`src/hw/rtl/pcap_pkg.sv`:
```
// ----------------------------------------------------------------------------
// Pulse-width capture package
// Shared widths, codes and payload structures for the multichannel
// pulse-width capture block and its checker.
// ----------------------------------------------------------------------------
package pcap_pkg;

    // Default number of capture channels (legal range 1 to 8).
    localparam int CHANNEL_COUNT_DEF = 6;

    // Field widths fixed by the item format.
    localparam int CHANNEL_FIELD_W = 3;
    localparam int DATA_W          = 16;
    localparam int STEP_CNT_W      = $clog2(DATA_W);
    localparam int CFG_IDX_W       = 1;

    // Saturated scaled length.
    localparam logic [DATA_W-1:0] SAT_VALUE = {DATA_W{1'b1}};

    // Item actions.
    typedef enum logic [1:0] {
        ACT_EDGE  = 2'd0,
        ACT_START = 2'd1,
        ACT_STOP  = 2'd2,
        ACT_READ  = 2'd3
    } pcap_action_t;

    // Result status codes.
    typedef enum logic [1:0] {
        ST_OK       = 2'd0,
        ST_INVALID  = 2'd1,
        ST_DISABLED = 2'd2,
        ST_NOINPUT  = 2'd3
    } pcap_status_t;

    // Per-channel edge phase.
    typedef enum logic [1:0] {
        PH_IDLE   = 2'd0,
        PH_FIRST  = 2'd1,
        PH_SECOND = 2'd2
    } pcap_phase_t;

    // Configuration register indexes.
    typedef enum logic [CFG_IDX_W-1:0] {
        REG_SCALE_MULT = 1'b0,
        REG_SCALE_DIV  = 1'b1
    } pcap_reg_t;

    // Sequencer states.
    typedef enum logic [1:0] {
        S_IDLE = 2'd0,
        S_MUL  = 2'd1,
        S_DIV  = 2'd2
    } pcap_state_t;

    // Input item.
    typedef struct packed {
        pcap_action_t               action;
        logic [CHANNEL_FIELD_W-1:0] channel;
        logic [DATA_W-1:0]          timestamp;
    } pcap_item_t;

    // Result item.
    typedef struct packed {
        pcap_status_t      status;
        logic [DATA_W-1:0] pulse_a;
        logic [DATA_W-1:0] pulse_b;
    } pcap_result_t;

endpackage

```
`src/hw/rtl/multichannel_pulse_width_capture.sv`:
```
// ----------------------------------------------------------------------------
// Multichannel pulse-width capture
// Per-channel edge capture of two alternating wave-part lengths, with a
// bit-serial scaled read-out (shift-add multiply, restoring divide).
// ----------------------------------------------------------------------------
// Usage:
// An item (action, channel, timestamp) is taken at a rising edge where start
// is high and busy is low. Every item produces exactly one result, shown on
// result for a single cycle with done high; the receiver must take it then.
// Edge, start and stop items, and reads that fail, give their result in the
// cycle after the transfer and never raise busy, so such items may be issued
// every cycle.
// A successful read loads both stored lengths into two serial lanes. Each
// lane multiplies by scale_multiplier one bit per cycle, then divides by
// scale_divisor one quotient bit per cycle. busy is high while the lanes
// work; the result appears as the divide ends and the next item can be
// taken in that same cycle.
// Configuration writes (cfg_we, cfg_index, cfg_data) take effect at once and
// must only be issued while the block is idle.
// Reset stops every channel, sets all phases idle, zeroes the stored lengths
// and sets both scale registers to one.
// ----------------------------------------------------------------------------
module multichannel_pulse_width_capture
    import pcap_pkg::*;
#(
    parameter int CHANNEL_COUNT = CHANNEL_COUNT_DEF
) (
    input  logic                  clk,
    input  logic                  rst_n,
    input  logic                  start,
    output logic                  busy,
    input  pcap_item_t            item,
    output logic                  done,
    output pcap_result_t          result,
    input  logic                  cfg_we,
    input  logic [CFG_IDX_W-1:0]  cfg_index,
    input  logic [DATA_W-1:0]     cfg_data
);

    localparam int CH_IDX_W = (CHANNEL_COUNT > 1) ? $clog2(CHANNEL_COUNT) : 1;
    localparam int LANES    = 2;
    localparam logic [STEP_CNT_W-1:0] LAST_STEP = STEP_CNT_W'(DATA_W - 1);

    // Configuration registers.
    logic [DATA_W-1:0] mult_reg;
    logic [DATA_W-1:0] div_reg;

    // Per-channel state.
    logic [CHANNEL_COUNT-1:0] active_reg, active_next;
    pcap_phase_t              phase_reg  [CHANNEL_COUNT];
    pcap_phase_t              phase_next [CHANNEL_COUNT];
    logic [DATA_W-1:0]        len_a_reg  [CHANNEL_COUNT];
    logic [DATA_W-1:0]        len_a_next [CHANNEL_COUNT];
    logic [DATA_W-1:0]        len_b_reg  [CHANNEL_COUNT];
    logic [DATA_W-1:0]        len_b_next [CHANNEL_COUNT];
    logic [DATA_W-1:0]        stamp_mem  [CHANNEL_COUNT];
    logic                     stamp_we;

    // Sequencer.
    pcap_state_t           state_reg, state_next;
    logic [STEP_CNT_W-1:0] cnt_reg, cnt_next;

    // Serial arithmetic lanes: lane 0 scales the first length, lane 1 the second.
    logic [DATA_W-1:0] mcand_reg [LANES];
    logic [DATA_W-1:0] mcand_next[LANES];
    logic [DATA_W-1:0] hi_reg    [LANES];
    logic [DATA_W-1:0] hi_next   [LANES];
    logic [DATA_W-1:0] lo_reg    [LANES];
    logic [DATA_W-1:0] lo_next   [LANES];
    logic              sat_reg   [LANES];
    logic              sat_next  [LANES];
    logic              zero_reg  [LANES];
    logic              zero_next [LANES];
    logic [DATA_W:0]   lane_sum  [LANES];
    logic [DATA_W:0]   lane_rsh  [LANES];
    logic [DATA_W:0]   lane_diff [LANES];
    logic              lane_ge   [LANES];
    logic [DATA_W-1:0] lane_out  [LANES];

    // Result register.
    logic         done_reg, done_next;
    pcap_result_t result_reg, result_next;

    // Item decode.
    logic                ch_ok;
    logic [CH_IDX_W-1:0] idx;
    logic [DATA_W-1:0]   edge_len;
    pcap_status_t        status_w;
    logic                go_read;

    assign ch_ok    = {1'b0, item.channel} < (CHANNEL_FIELD_W + 1)'(CHANNEL_COUNT);
    assign idx      = item.channel[CH_IDX_W-1:0];
    assign edge_len = item.timestamp - stamp_mem[idx];

    assign busy   = (state_reg != S_IDLE);
    assign done   = done_reg;
    assign result = result_reg;

    // Configuration writes.
    always_ff @(posedge clk or negedge rst_n)
    begin
        if (!rst_n)
        begin
            mult_reg <= DATA_W'(1);
            div_reg  <= DATA_W'(1);
        end
        else if (cfg_we)
        begin
            unique case (pcap_reg_t'(cfg_index))
                REG_SCALE_MULT: mult_reg <= cfg_data;
                REG_SCALE_DIV:  div_reg  <= cfg_data;
            endcase
        end
    end

    // Control and channel state registers.
    always_ff @(posedge clk or negedge rst_n)
    begin
        if (!rst_n)
        begin
            state_reg  <= S_IDLE;
            cnt_reg    <= '0;
            active_reg <= '0;
            done_reg   <= 1'b0;
            result_reg <= '0;
            for (int c = 0; c < CHANNEL_COUNT; c++)
            begin
                phase_reg[c] <= PH_IDLE;
                len_a_reg[c] <= '0;
                len_b_reg[c] <= '0;
            end
        end
        else
        begin
            state_reg  <= state_next;
            cnt_reg    <= cnt_next;
            active_reg <= active_next;
            done_reg   <= done_next;
            result_reg <= result_next;
            phase_reg  <= phase_next;
            len_a_reg  <= len_a_next;
            len_b_reg  <= len_b_next;
        end
    end

    // Start stamps are always written before they are used.
    always_ff @(posedge clk)
    begin
        if (stamp_we)
        begin
            stamp_mem[idx] <= item.timestamp;
        end
    end

    // Lane datapath registers.
    always_ff @(posedge clk)
    begin
        mcand_reg <= mcand_next;
        hi_reg    <= hi_next;
        lo_reg    <= lo_next;
        sat_reg   <= sat_next;
        zero_reg  <= zero_next;
    end

    // One multiply step (conditional add, shift right) and one divide step
    // (shift left, compare, subtract) for each lane.
    always_comb
    begin
        for (int l = 0; l < LANES; l++)
        begin
            lane_sum[l]  = {1'b0, hi_reg[l]} + (lo_reg[l][0] ? {1'b0, mcand_reg[l]} : '0);
            lane_rsh[l]  = {hi_reg[l], lo_reg[l][DATA_W-1]};
            lane_diff[l] = lane_rsh[l] - {1'b0, div_reg};
            lane_ge[l]   = (lane_rsh[l] >= {1'b0, div_reg});
        end
    end

    // Next state, channel updates and result.
    always_comb
    begin
        active_next = active_reg;
        phase_next  = phase_reg;
        len_a_next  = len_a_reg;
        len_b_next  = len_b_reg;
        stamp_we    = 1'b0;
        state_next  = state_reg;
        cnt_next    = cnt_reg;
        mcand_next  = mcand_reg;
        hi_next     = hi_reg;
        lo_next     = lo_reg;
        sat_next    = sat_reg;
        zero_next   = zero_reg;
        done_next   = 1'b0;
        result_next = result_reg;
        status_w    = ST_OK;
        go_read     = 1'b0;
        lane_out[0] = '0;
        lane_out[1] = '0;

        unique case (state_reg)
            S_IDLE:
            begin
                if (start)
                begin
                    if (!ch_ok)
                    begin
                        status_w = ST_INVALID;
                    end
                    else
                    begin
                        unique case (item.action)
                            ACT_EDGE:
                            begin
                                if (active_reg[idx])
                                begin
                                    unique case (phase_reg[idx])
                                        PH_IDLE:
                                        begin
                                            stamp_we        = 1'b1;
                                            phase_next[idx] = PH_FIRST;
                                        end
                                        PH_FIRST:
                                        begin
                                            len_a_next[idx] = edge_len;
                                            stamp_we        = 1'b1;
                                            phase_next[idx] = PH_SECOND;
                                        end
                                        PH_SECOND:
                                        begin
                                            len_b_next[idx] = edge_len;
                                            stamp_we        = 1'b1;
                                            phase_next[idx] = PH_FIRST;
                                        end
                                        default:
                                        begin
                                            stamp_we = 1'b0;
                                        end
                                    endcase
                                end
                                else
                                begin
                                    status_w = ST_DISABLED;
                                end
                            end
                            ACT_START:
                            begin
                                active_next[idx] = 1'b1;
                            end
                            ACT_STOP:
                            begin
                                active_next[idx] = 1'b0;
                                phase_next[idx]  = PH_IDLE;
                                len_a_next[idx]  = '0;
                                len_b_next[idx]  = '0;
                            end
                            ACT_READ:
                            begin
                                if (!active_reg[idx])
                                begin
                                    status_w = ST_DISABLED;
                                end
                                else if (phase_reg[idx] == PH_IDLE)
                                begin
                                    status_w = ST_NOINPUT;
                                end
                                else if (len_a_reg[idx] == '0 && len_b_reg[idx] == '0)
                                begin
                                    status_w = ST_NOINPUT;
                                end
                                else
                                begin
                                    go_read         = 1'b1;
                                    len_a_next[idx] = '0;
                                    len_b_next[idx] = '0;
                                end
                            end
                        endcase
                    end

                    if (go_read)
                    begin
                        // Load both lanes; the multiplier bits enter the low half.
                        mcand_next[0] = len_a_reg[idx];
                        mcand_next[1] = len_b_reg[idx];
                        for (int l = 0; l < LANES; l++)
                        begin
                            hi_next[l] = '0;
                            lo_next[l] = mult_reg;
                        end
                        cnt_next   = '0;
                        state_next = S_MUL;
                    end
                    else
                    begin
                        done_next           = 1'b1;
                        result_next.status  = status_w;
                        result_next.pulse_a = '0;
                        result_next.pulse_b = '0;
                    end
                end
            end

            S_MUL:
            begin
                for (int l = 0; l < LANES; l++)
                begin
                    hi_next[l] = lane_sum[l][DATA_W:1];
                    lo_next[l] = {lane_sum[l][0], lo_reg[l][DATA_W-1:1]};
                end
                if (cnt_reg == LAST_STEP)
                begin
                    // The quotient overflows 16 bits exactly when the upper
                    // product half reaches the divisor; a zero divisor
                    // always lands here.
                    for (int l = 0; l < LANES; l++)
                    begin
                        sat_next[l]  = (hi_next[l] >= div_reg);
                        zero_next[l] = (hi_next[l] == '0) && (lo_next[l] == '0);
                    end
                    cnt_next   = '0;
                    state_next = S_DIV;
                end
                else
                begin
                    cnt_next = cnt_reg + STEP_CNT_W'(1);
                end
            end

            S_DIV:
            begin
                for (int l = 0; l < LANES; l++)
                begin
                    hi_next[l] = lane_ge[l] ? lane_diff[l][DATA_W-1:0]
                                            : lane_rsh[l][DATA_W-1:0];
                    lo_next[l] = {lo_reg[l][DATA_W-2:0], lane_ge[l]};
                    if (sat_reg[l])
                    begin
                        lane_out[l] = zero_reg[l] ? '0 : SAT_VALUE;
                    end
                    else
                    begin
                        lane_out[l] = lo_next[l];
                    end
                end
                if (cnt_reg == LAST_STEP)
                begin
                    done_next           = 1'b1;
                    result_next.status  = ST_OK;
                    result_next.pulse_a = lane_out[0];
                    result_next.pulse_b = lane_out[1];
                    cnt_next            = '0;
                    state_next          = S_IDLE;
                end
                else
                begin
                    cnt_next = cnt_reg + STEP_CNT_W'(1);
                end
            end

            default:
            begin
                state_next = S_IDLE;
            end
        endcase
    end

endmodule

```
`config.mk`:
```
export PLATFORM = sky130hd
export DESIGN_NAME = multichannel_pulse_width_capture
export DESIGN_NICKNAME = d
export VERILOG_FILES = /design/src/hw/rtl/pcap_pkg.sv /design/src/hw/rtl/multichannel_pulse_width_capture.sv
export SDC_FILE = /design/constraint.sdc
export NUM_CORES = 1
export LEC_CHECK = 0
export BUFFER_PORTS_ARGS = -buffer_cell sky130_fd_sc_hd__buf_2
export CORE_MARGIN = 2
export CORE_UTILIZATION = 50
export DETAILED_ROUTE_END_ITERATION = 8
export PLACE_DENSITY = 0.66
export SLEW_MARGIN = 20
export SYNTH_ARGS = -nofsm -noshare
export SYNTH_HDL_FRONTEND = slang
export SYNTH_SLANG_ARGS = --single-unit
```
`constraint.sdc`:
```
create_clock -name clk -period 7.1 [get_ports clk]
set_input_delay 0.355 -clock clk [delete_from_list [all_inputs] [get_ports clk]]
set_output_delay 0.355 -clock clk [all_outputs]
set_load 0.005 [all_outputs]
```
**After elaboration in Yosys (flattened, before gate mapping)**

Memory sizes are Yosys's and may differ from the RTL's.
Index checks and enable logic that the tools add are counted.

- Add/sub/neg operators: 6
- Multipliers: 0
- Div/mod/pow operators: 0
- Order comparisons: 9
- Eq/ne operators: 20
- Shift operators: 0
- Multiplexer cells: 87
- Bitwise gates (word level): 16
- Reduce and logical (&&, ||, !) cells: 36

Operators with widths:

| kind | count |
|---|---|
| 2-to-1 mux 96 bit | 10 |
| case mux 96 bit (3 select lines) | 2 |
| 2-to-1 mux 16 bit | 13 |
| AND 96 bit | 2 |
| bitwise mux 96 bit | 2 |
| case mux 32 bit (3 select lines) | 2 |
| 2-to-1 mux 32 bit | 4 |
| 2-to-1 mux 34 bit | 3 |
| binary-select mux 16 bit (select 3 bit) | 2 |
| zero test 16 bit | 6 |
| NOT 96 bit | 1 |
| case mux 34 bit (2 select lines) | 1 |
| demux 16 bit (select 3 bit) | 1 |
| case mux 12 bit (2 select lines) | 2 |
| subtractor 16 bit | 3 |
| adder 16 x 16 -> 17 bit | 2 |
| >= comparator 17 x 16 -> 1 bit | 2 |
| >= comparator 16 bit | 2 |
| 2-to-1 mux 2 bit | 12 |
| != test 2 bit, second input constant | 11 |
| 2-to-1 mux 1 bit | 20 |
| AND 6 bit | 3 |
| NOT 6 bit | 3 |
| OR 6 bit | 3 |
| other kinds (36) | 62 |

- Register bits after elaboration: 383
- Latch bits: 0
- Bits in writable memories: 96
- Memory bits (read-only): 0
- Bits of input ports: 42
- Output and inout port bits: 36
- Logic and storage cells: 212
- Memories: 1

Memories:

| name | words | bits a word | read ports | clocked after Yosys merged registers in | wr ports | line | source |
|---|---|---|---|---|---|---|---|
| stamp_mem | 6 | 16 | 1 | 0 | 1 | multichannel_pulse_width_capture.sv:56 | `logic [DATA_W-1:0] stamp_mem [CHANNEL_COUNT];` |

**Depth between registers and ports, before layout**

- Depth after elaboration: 16
- Gate-level depth with buffers: 21
- Mapped depth without buffers: 16

**Worst setup path before layout**

Ideal clock, no wire load.

- Path type: input -> register
- From: in item[18] (netlist name)
- To: reg hi_reg[0] (netlist name) (enable)
- Arrival: 4.922 ns
- Data required time: 6.680 ns
- Slack: 1.758 ns
- Cell stages on the path: 12
- Path buffers: 4
- Cell sequence: buf_6 buf_4 buf_2 nor3b_1 clkbuf_1 nand2_1 o221ai_1 and2_1 nand2_1 a211o_1 nor2_1 a21o_1

- Word-level cells in the longest chain between the ends: 15
- Elaborated cells on any way between the ends: 26

Ends and longest elaborated chain:

| what | line | source |
|---|---|---|
| from (decl) | multichannel_pulse_width_capture.sv:32 | `input pcap_item_t item,` |
| NOT 3 -> 4 bit (implied by the code) | multichannel_pulse_width_capture.sv:262, multichannel_pulse_width_capture.sv:266 |  |
| binary-select mux 16 bit (select 3 bit) | multichannel_pulse_width_capture.sv:266 | `else if (len_a_reg[idx] == '0 && len_b_reg[idx] == '0)` |
| 2-to-1 mux 16 bit (implied by the code) (2 in a row) | multichannel_pulse_width_capture.sv:266 |  |
| zero test 16 bit | multichannel_pulse_width_capture.sv:266 |  |
| logical AND 1 bit | multichannel_pulse_width_capture.sv:266 |  |
| 2-to-1 mux 1 bit | multichannel_pulse_width_capture.sv:266 |  |
| 2-to-1 mux 1 bit | multichannel_pulse_width_capture.sv:262 | `else if (phase_reg[idx] == PH_IDLE)` |
| 2-to-1 mux 1 bit | multichannel_pulse_width_capture.sv:258 | `if (!active_reg[idx])` |
| 2-to-1 mux 1 bit | multichannel_pulse_width_capture.sv:211 | `unique case (item.action)` |
| 2-to-1 mux 1 bit (*) | multichannel_pulse_width_capture.sv:205 | `if (!ch_ok)` |
| 2-to-1 mux 1 bit (*) | multichannel_pulse_width_capture.sv:203 | `if (start)` |
| 2-to-1 mux 1 bit (*) | multichannel_pulse_width_capture.sv:200 | `unique case (state_reg)` |
| != test 2 bit (no line) (*) | n/a |  |
| AND reduction 3 bit (no line) (*) | n/a |  |
| to (signal assigned) | multichannel_pulse_width_capture.sv:159 | `hi_reg <= hi_next;` |
| to (decl) | multichannel_pulse_width_capture.sv:66 | `logic [DATA_W-1:0] hi_reg [LANES];` |

Mark *: on every way between the ends. The rest lies on a longest branch, timed or not. The select of a mux whose other input is x is not followed.
A chain may end at the register's enable or synchronous reset.

**Worst setup path in the final report**

- From: in item[18] (netlist name)
- To: reg len_b_reg[15] (netlist name)

- Word-level cells in the longest chain between the ends: 11
- Elaborated cells on any way between the ends: 40

Ends and longest elaborated chain:

| what | line | source |
|---|---|---|
| parallel branches: the longest is 11 deep, another holds memory (6 x 16 bit) | n/a |  |
| to (signal assigned) | multichannel_pulse_width_capture.sv:142 | `len_b_reg <= len_b_next;` |
| to (decl) | multichannel_pulse_width_capture.sv:54 | `logic [DATA_W-1:0] len_b_reg [CHANNEL_COUNT];` |

Several ways; the timed one is not identified. The select of a mux whose other input is x is not followed.

==> results.cfg <==
[outcome]
status = completed

[clocking]
numCtsBuffers = 51
clk_pin_slew_ns = 0.06
htreeDepth = 2
root_buffer = clkbuf_16
post_cts_buffers = 0
clk_latency_ns = 0.62
cts_tree = done
post_cts_resized = 0
clock_path_buffers = 3
hold_buffers = 7
clkSinkCount = 479

[synth]
synth_ff_type = dfrtp_1
synthArstFlopShare_pct = 59.1
syn_inst = 2182
ys_warn_count = 0
syn_avg_cell_area_um2 = 11.7
synth-edff-count = 196
syn_area_um2 = 25500
yosysSeqAreaShare_pct = 50.9
syn_nets = 2348
ys_ff_latch = 479
ys_types = 77

[drt]
routed_wl_mm = 67.7
via_per_inst = 6.15
ant_nets = 0
initialDrtViolationCount = 1736
avgRoutedWirePerCell_um = 22.9
via_count = 18181
dr.pass1.iters = 6
drc = 0

[floorplan]
dieArea_um2 = 52800
start_util_pct = 50.8
die_height_um = 230
pin_count = 78
placementRows = 82
fp.dieW_um = 230
core_area_um2 = 50200

[finish]
postLayoutCoreUtil_pct = 56.3
fin_nets = 2406
drive_above_1_share_pct = 18.9
area_growth_pct = 11.0
antenna_cells = 0

[grt]
grt_max_degree = 176
grt_pass1_vias = 18292
antenna_found_initial = 0
grt_first_pass_wirelength_mm = 106
globalRouteOverflowTotal = 0
grt_use_total_pct = 25.6

[setup_path]
crit_type = input pin to flop
cpPeakStageDelay_ns = 0.64
cp.arrival_ns = 5.08
crit_path_end_kind = flop
startpoint_type = input pin
slowest_stage = xnor2_1
crit_fanout = 49
crit_chain = buf_4 > buf_4 > nor2b_2 > a221oi_1 > nor2_1 > a221oi_1 > ha_1 > o21a_1 > o31a_1 > o41ai_1 > o211ai_1 > nand2_1 > o21ai_0 > xnor2_1 > nor2_1 > mux2_1
critPathLaunch = item[18]
reg2reg_from = lo_reg[0]
rrSetupSlack_ns = 2.57
worst_ep_required_time_ns = 7.59
rr_endpoint = sat_reg[0]
endpoint = len_b_reg[15]
reg2regPathDepth = 16

[pwr]
p_total_w = 0.0110
vdd_drop_max_mv = 0.273
leakagePower_nw = 12.2
powerDensity_nw_per_um2 = 389

[sta]
finalWorstPathRequiredPeriod_ns = 4.59
finalCritPeriodShare_pct = 64.7
slew_violations = 0
skew_ns = 0.0364
clock.fmax_mhz = 218
tns_ns = 0
maxSlewHeadroom_pct = 22.3
worst_pin_slew_ns = 1.16
rsz0062_at_grt = false
setup_viol = 0
hold_viol = 0

[hold_path]
hp-class = input pin to flop
hold_start = item[13]

[flow_run]
max-cap-violations = 0

[placed_design]
port_buffers = 77
gp_congestion = 0.903
dp_hpwl_mm = 46.9
## cell type report
cell class / instances / area (µm²)
fillers: 4205 / 21900
clock inverters: 23 / 297
clock buffers: 73 / 1460
inverters: 96 / 360
multi-input cells: 1498 / 11600
repair buffers: 114 / 708
well taps: 672 / 841
flip-flops and latches: 479 / 13000
## metrics by stage
stage	area [µm²]	instances	worst slack [ns]	hold slack (ns)
3_3_place_gp	26400	2852	2.04	0.465
3_5_place_dp	26400	2852	1.96	0.472
4_1_cts	28300	2955	2.53	0.000976
5_1_grt	28300	2955	2.18	0.0176
6_report	28300	2955	2.51	0.0222
2_1_floorplan	25500	2182	1.76	0.0594
## layout by cell type (no fill, tap or decap), types with 40 or more instances in the layout
cell type	synthesis	routed
nor2_1	116	115
a22o_1	70	70
and2_1	50	50
mux2i_1	79	79
ha_1	119	118
xnor2_1	40	40
buf_2	28	74
clkbuf_16	0	52
edfxtp_1	196	196
inv_1	95	95
nand2_1	108	108
a21oi_1	117	116
dfrtp_1	281	281
mux2_2	193	193
o21ai_0	100	100
a22oi_1	69	69
## worst min path at each step
| stage | end | slack [ns] | cells past startpoint |
|---|---|---|---|
| finish | stamp_mem[5][13] | 0.02 | 1 |
| global route | div_reg[11] | 0.02 | 2 |
| CTS | stamp_mem[5][13] | 0.001 | 1 |
| detailed placement | len_a_reg[66] | 0.47 | 1 |
| global placement | len_b_reg[76] | 0.46 | 1 |
| floorplan | asynchronous set/reset pin | 0.06 | 0 |
## per-layer routing
layer	global-route usage (%)	routed length, µm	part of all wire [%]
met5	0	0	0
met4	8.37	1980	2.9
met3	3.52	4030	6.0
met2	42.2	32400	48
met1	35.2	29300	43
## critical path: cells and delay by family
family	cells	cell delay, ns
muxes	1	0.36
adders and majority gates	1	0.34
AOI/OAI and AO/OA	7	1.70
and+or+nand+nor	4	0.63
xor gates and xnor gates	1	0.64
buffers and inverters	2	1.00
## logic make-up after synthesis
kind of cell,synth area share (%)
simple gates,8.87
mux,12.9
xor+xnor,2.13
compound gates,15.4
buf+inv,3.48
flops,50.9
fa+ha+maj,6.24
## synthesized netlist by cell type (all sizes together), types with 14 or more instances
cell type | instances | area [µm²]
a21oi | 118 | 594
a221oi | 32 | 287
a21o | 36 | 270
nor2b | 22 | 138
nand2b | 14 | 87.6
or2 | 15 | 93.8
buf | 62 | 350
xnor2 | 40 | 350
a31oi | 16 | 100
a22oi | 69 | 518
nor4 | 18 | 119
mux2 | 206 | 2340
inv | 95 | 357
a22o | 70 | 613
nand3 | 20 | 100
mux2i | 79 | 791
nand4 | 14 | 87.6
o21ai | 102 | 522
clkbuf | 47 | 176
nor2 | 122 | 503
xor2 | 22 | 193
o2bb2ai | 29 | 254
and2 | 52 | 325
o22ai | 20 | 131
nand2 | 108 | 405
nor3 | 28 | 140
edfxtp | 196 | 5890
ha | 119 | 1490
dfrtp | 281 | 7030
o21a | 14 | 105
## report_power, final
group          switching (W)  total (W)  leakage [nW]  internal, W
clock                0.00115    0.00278         0.845      0.00162
sequential          0.000433    0.00398          5.58      0.00355
combinational        0.00245    0.00425          5.73      0.00180
total                0.00403     0.0110          12.2      0.00698
Note: power is estimated with default switching activity, not from simulation.
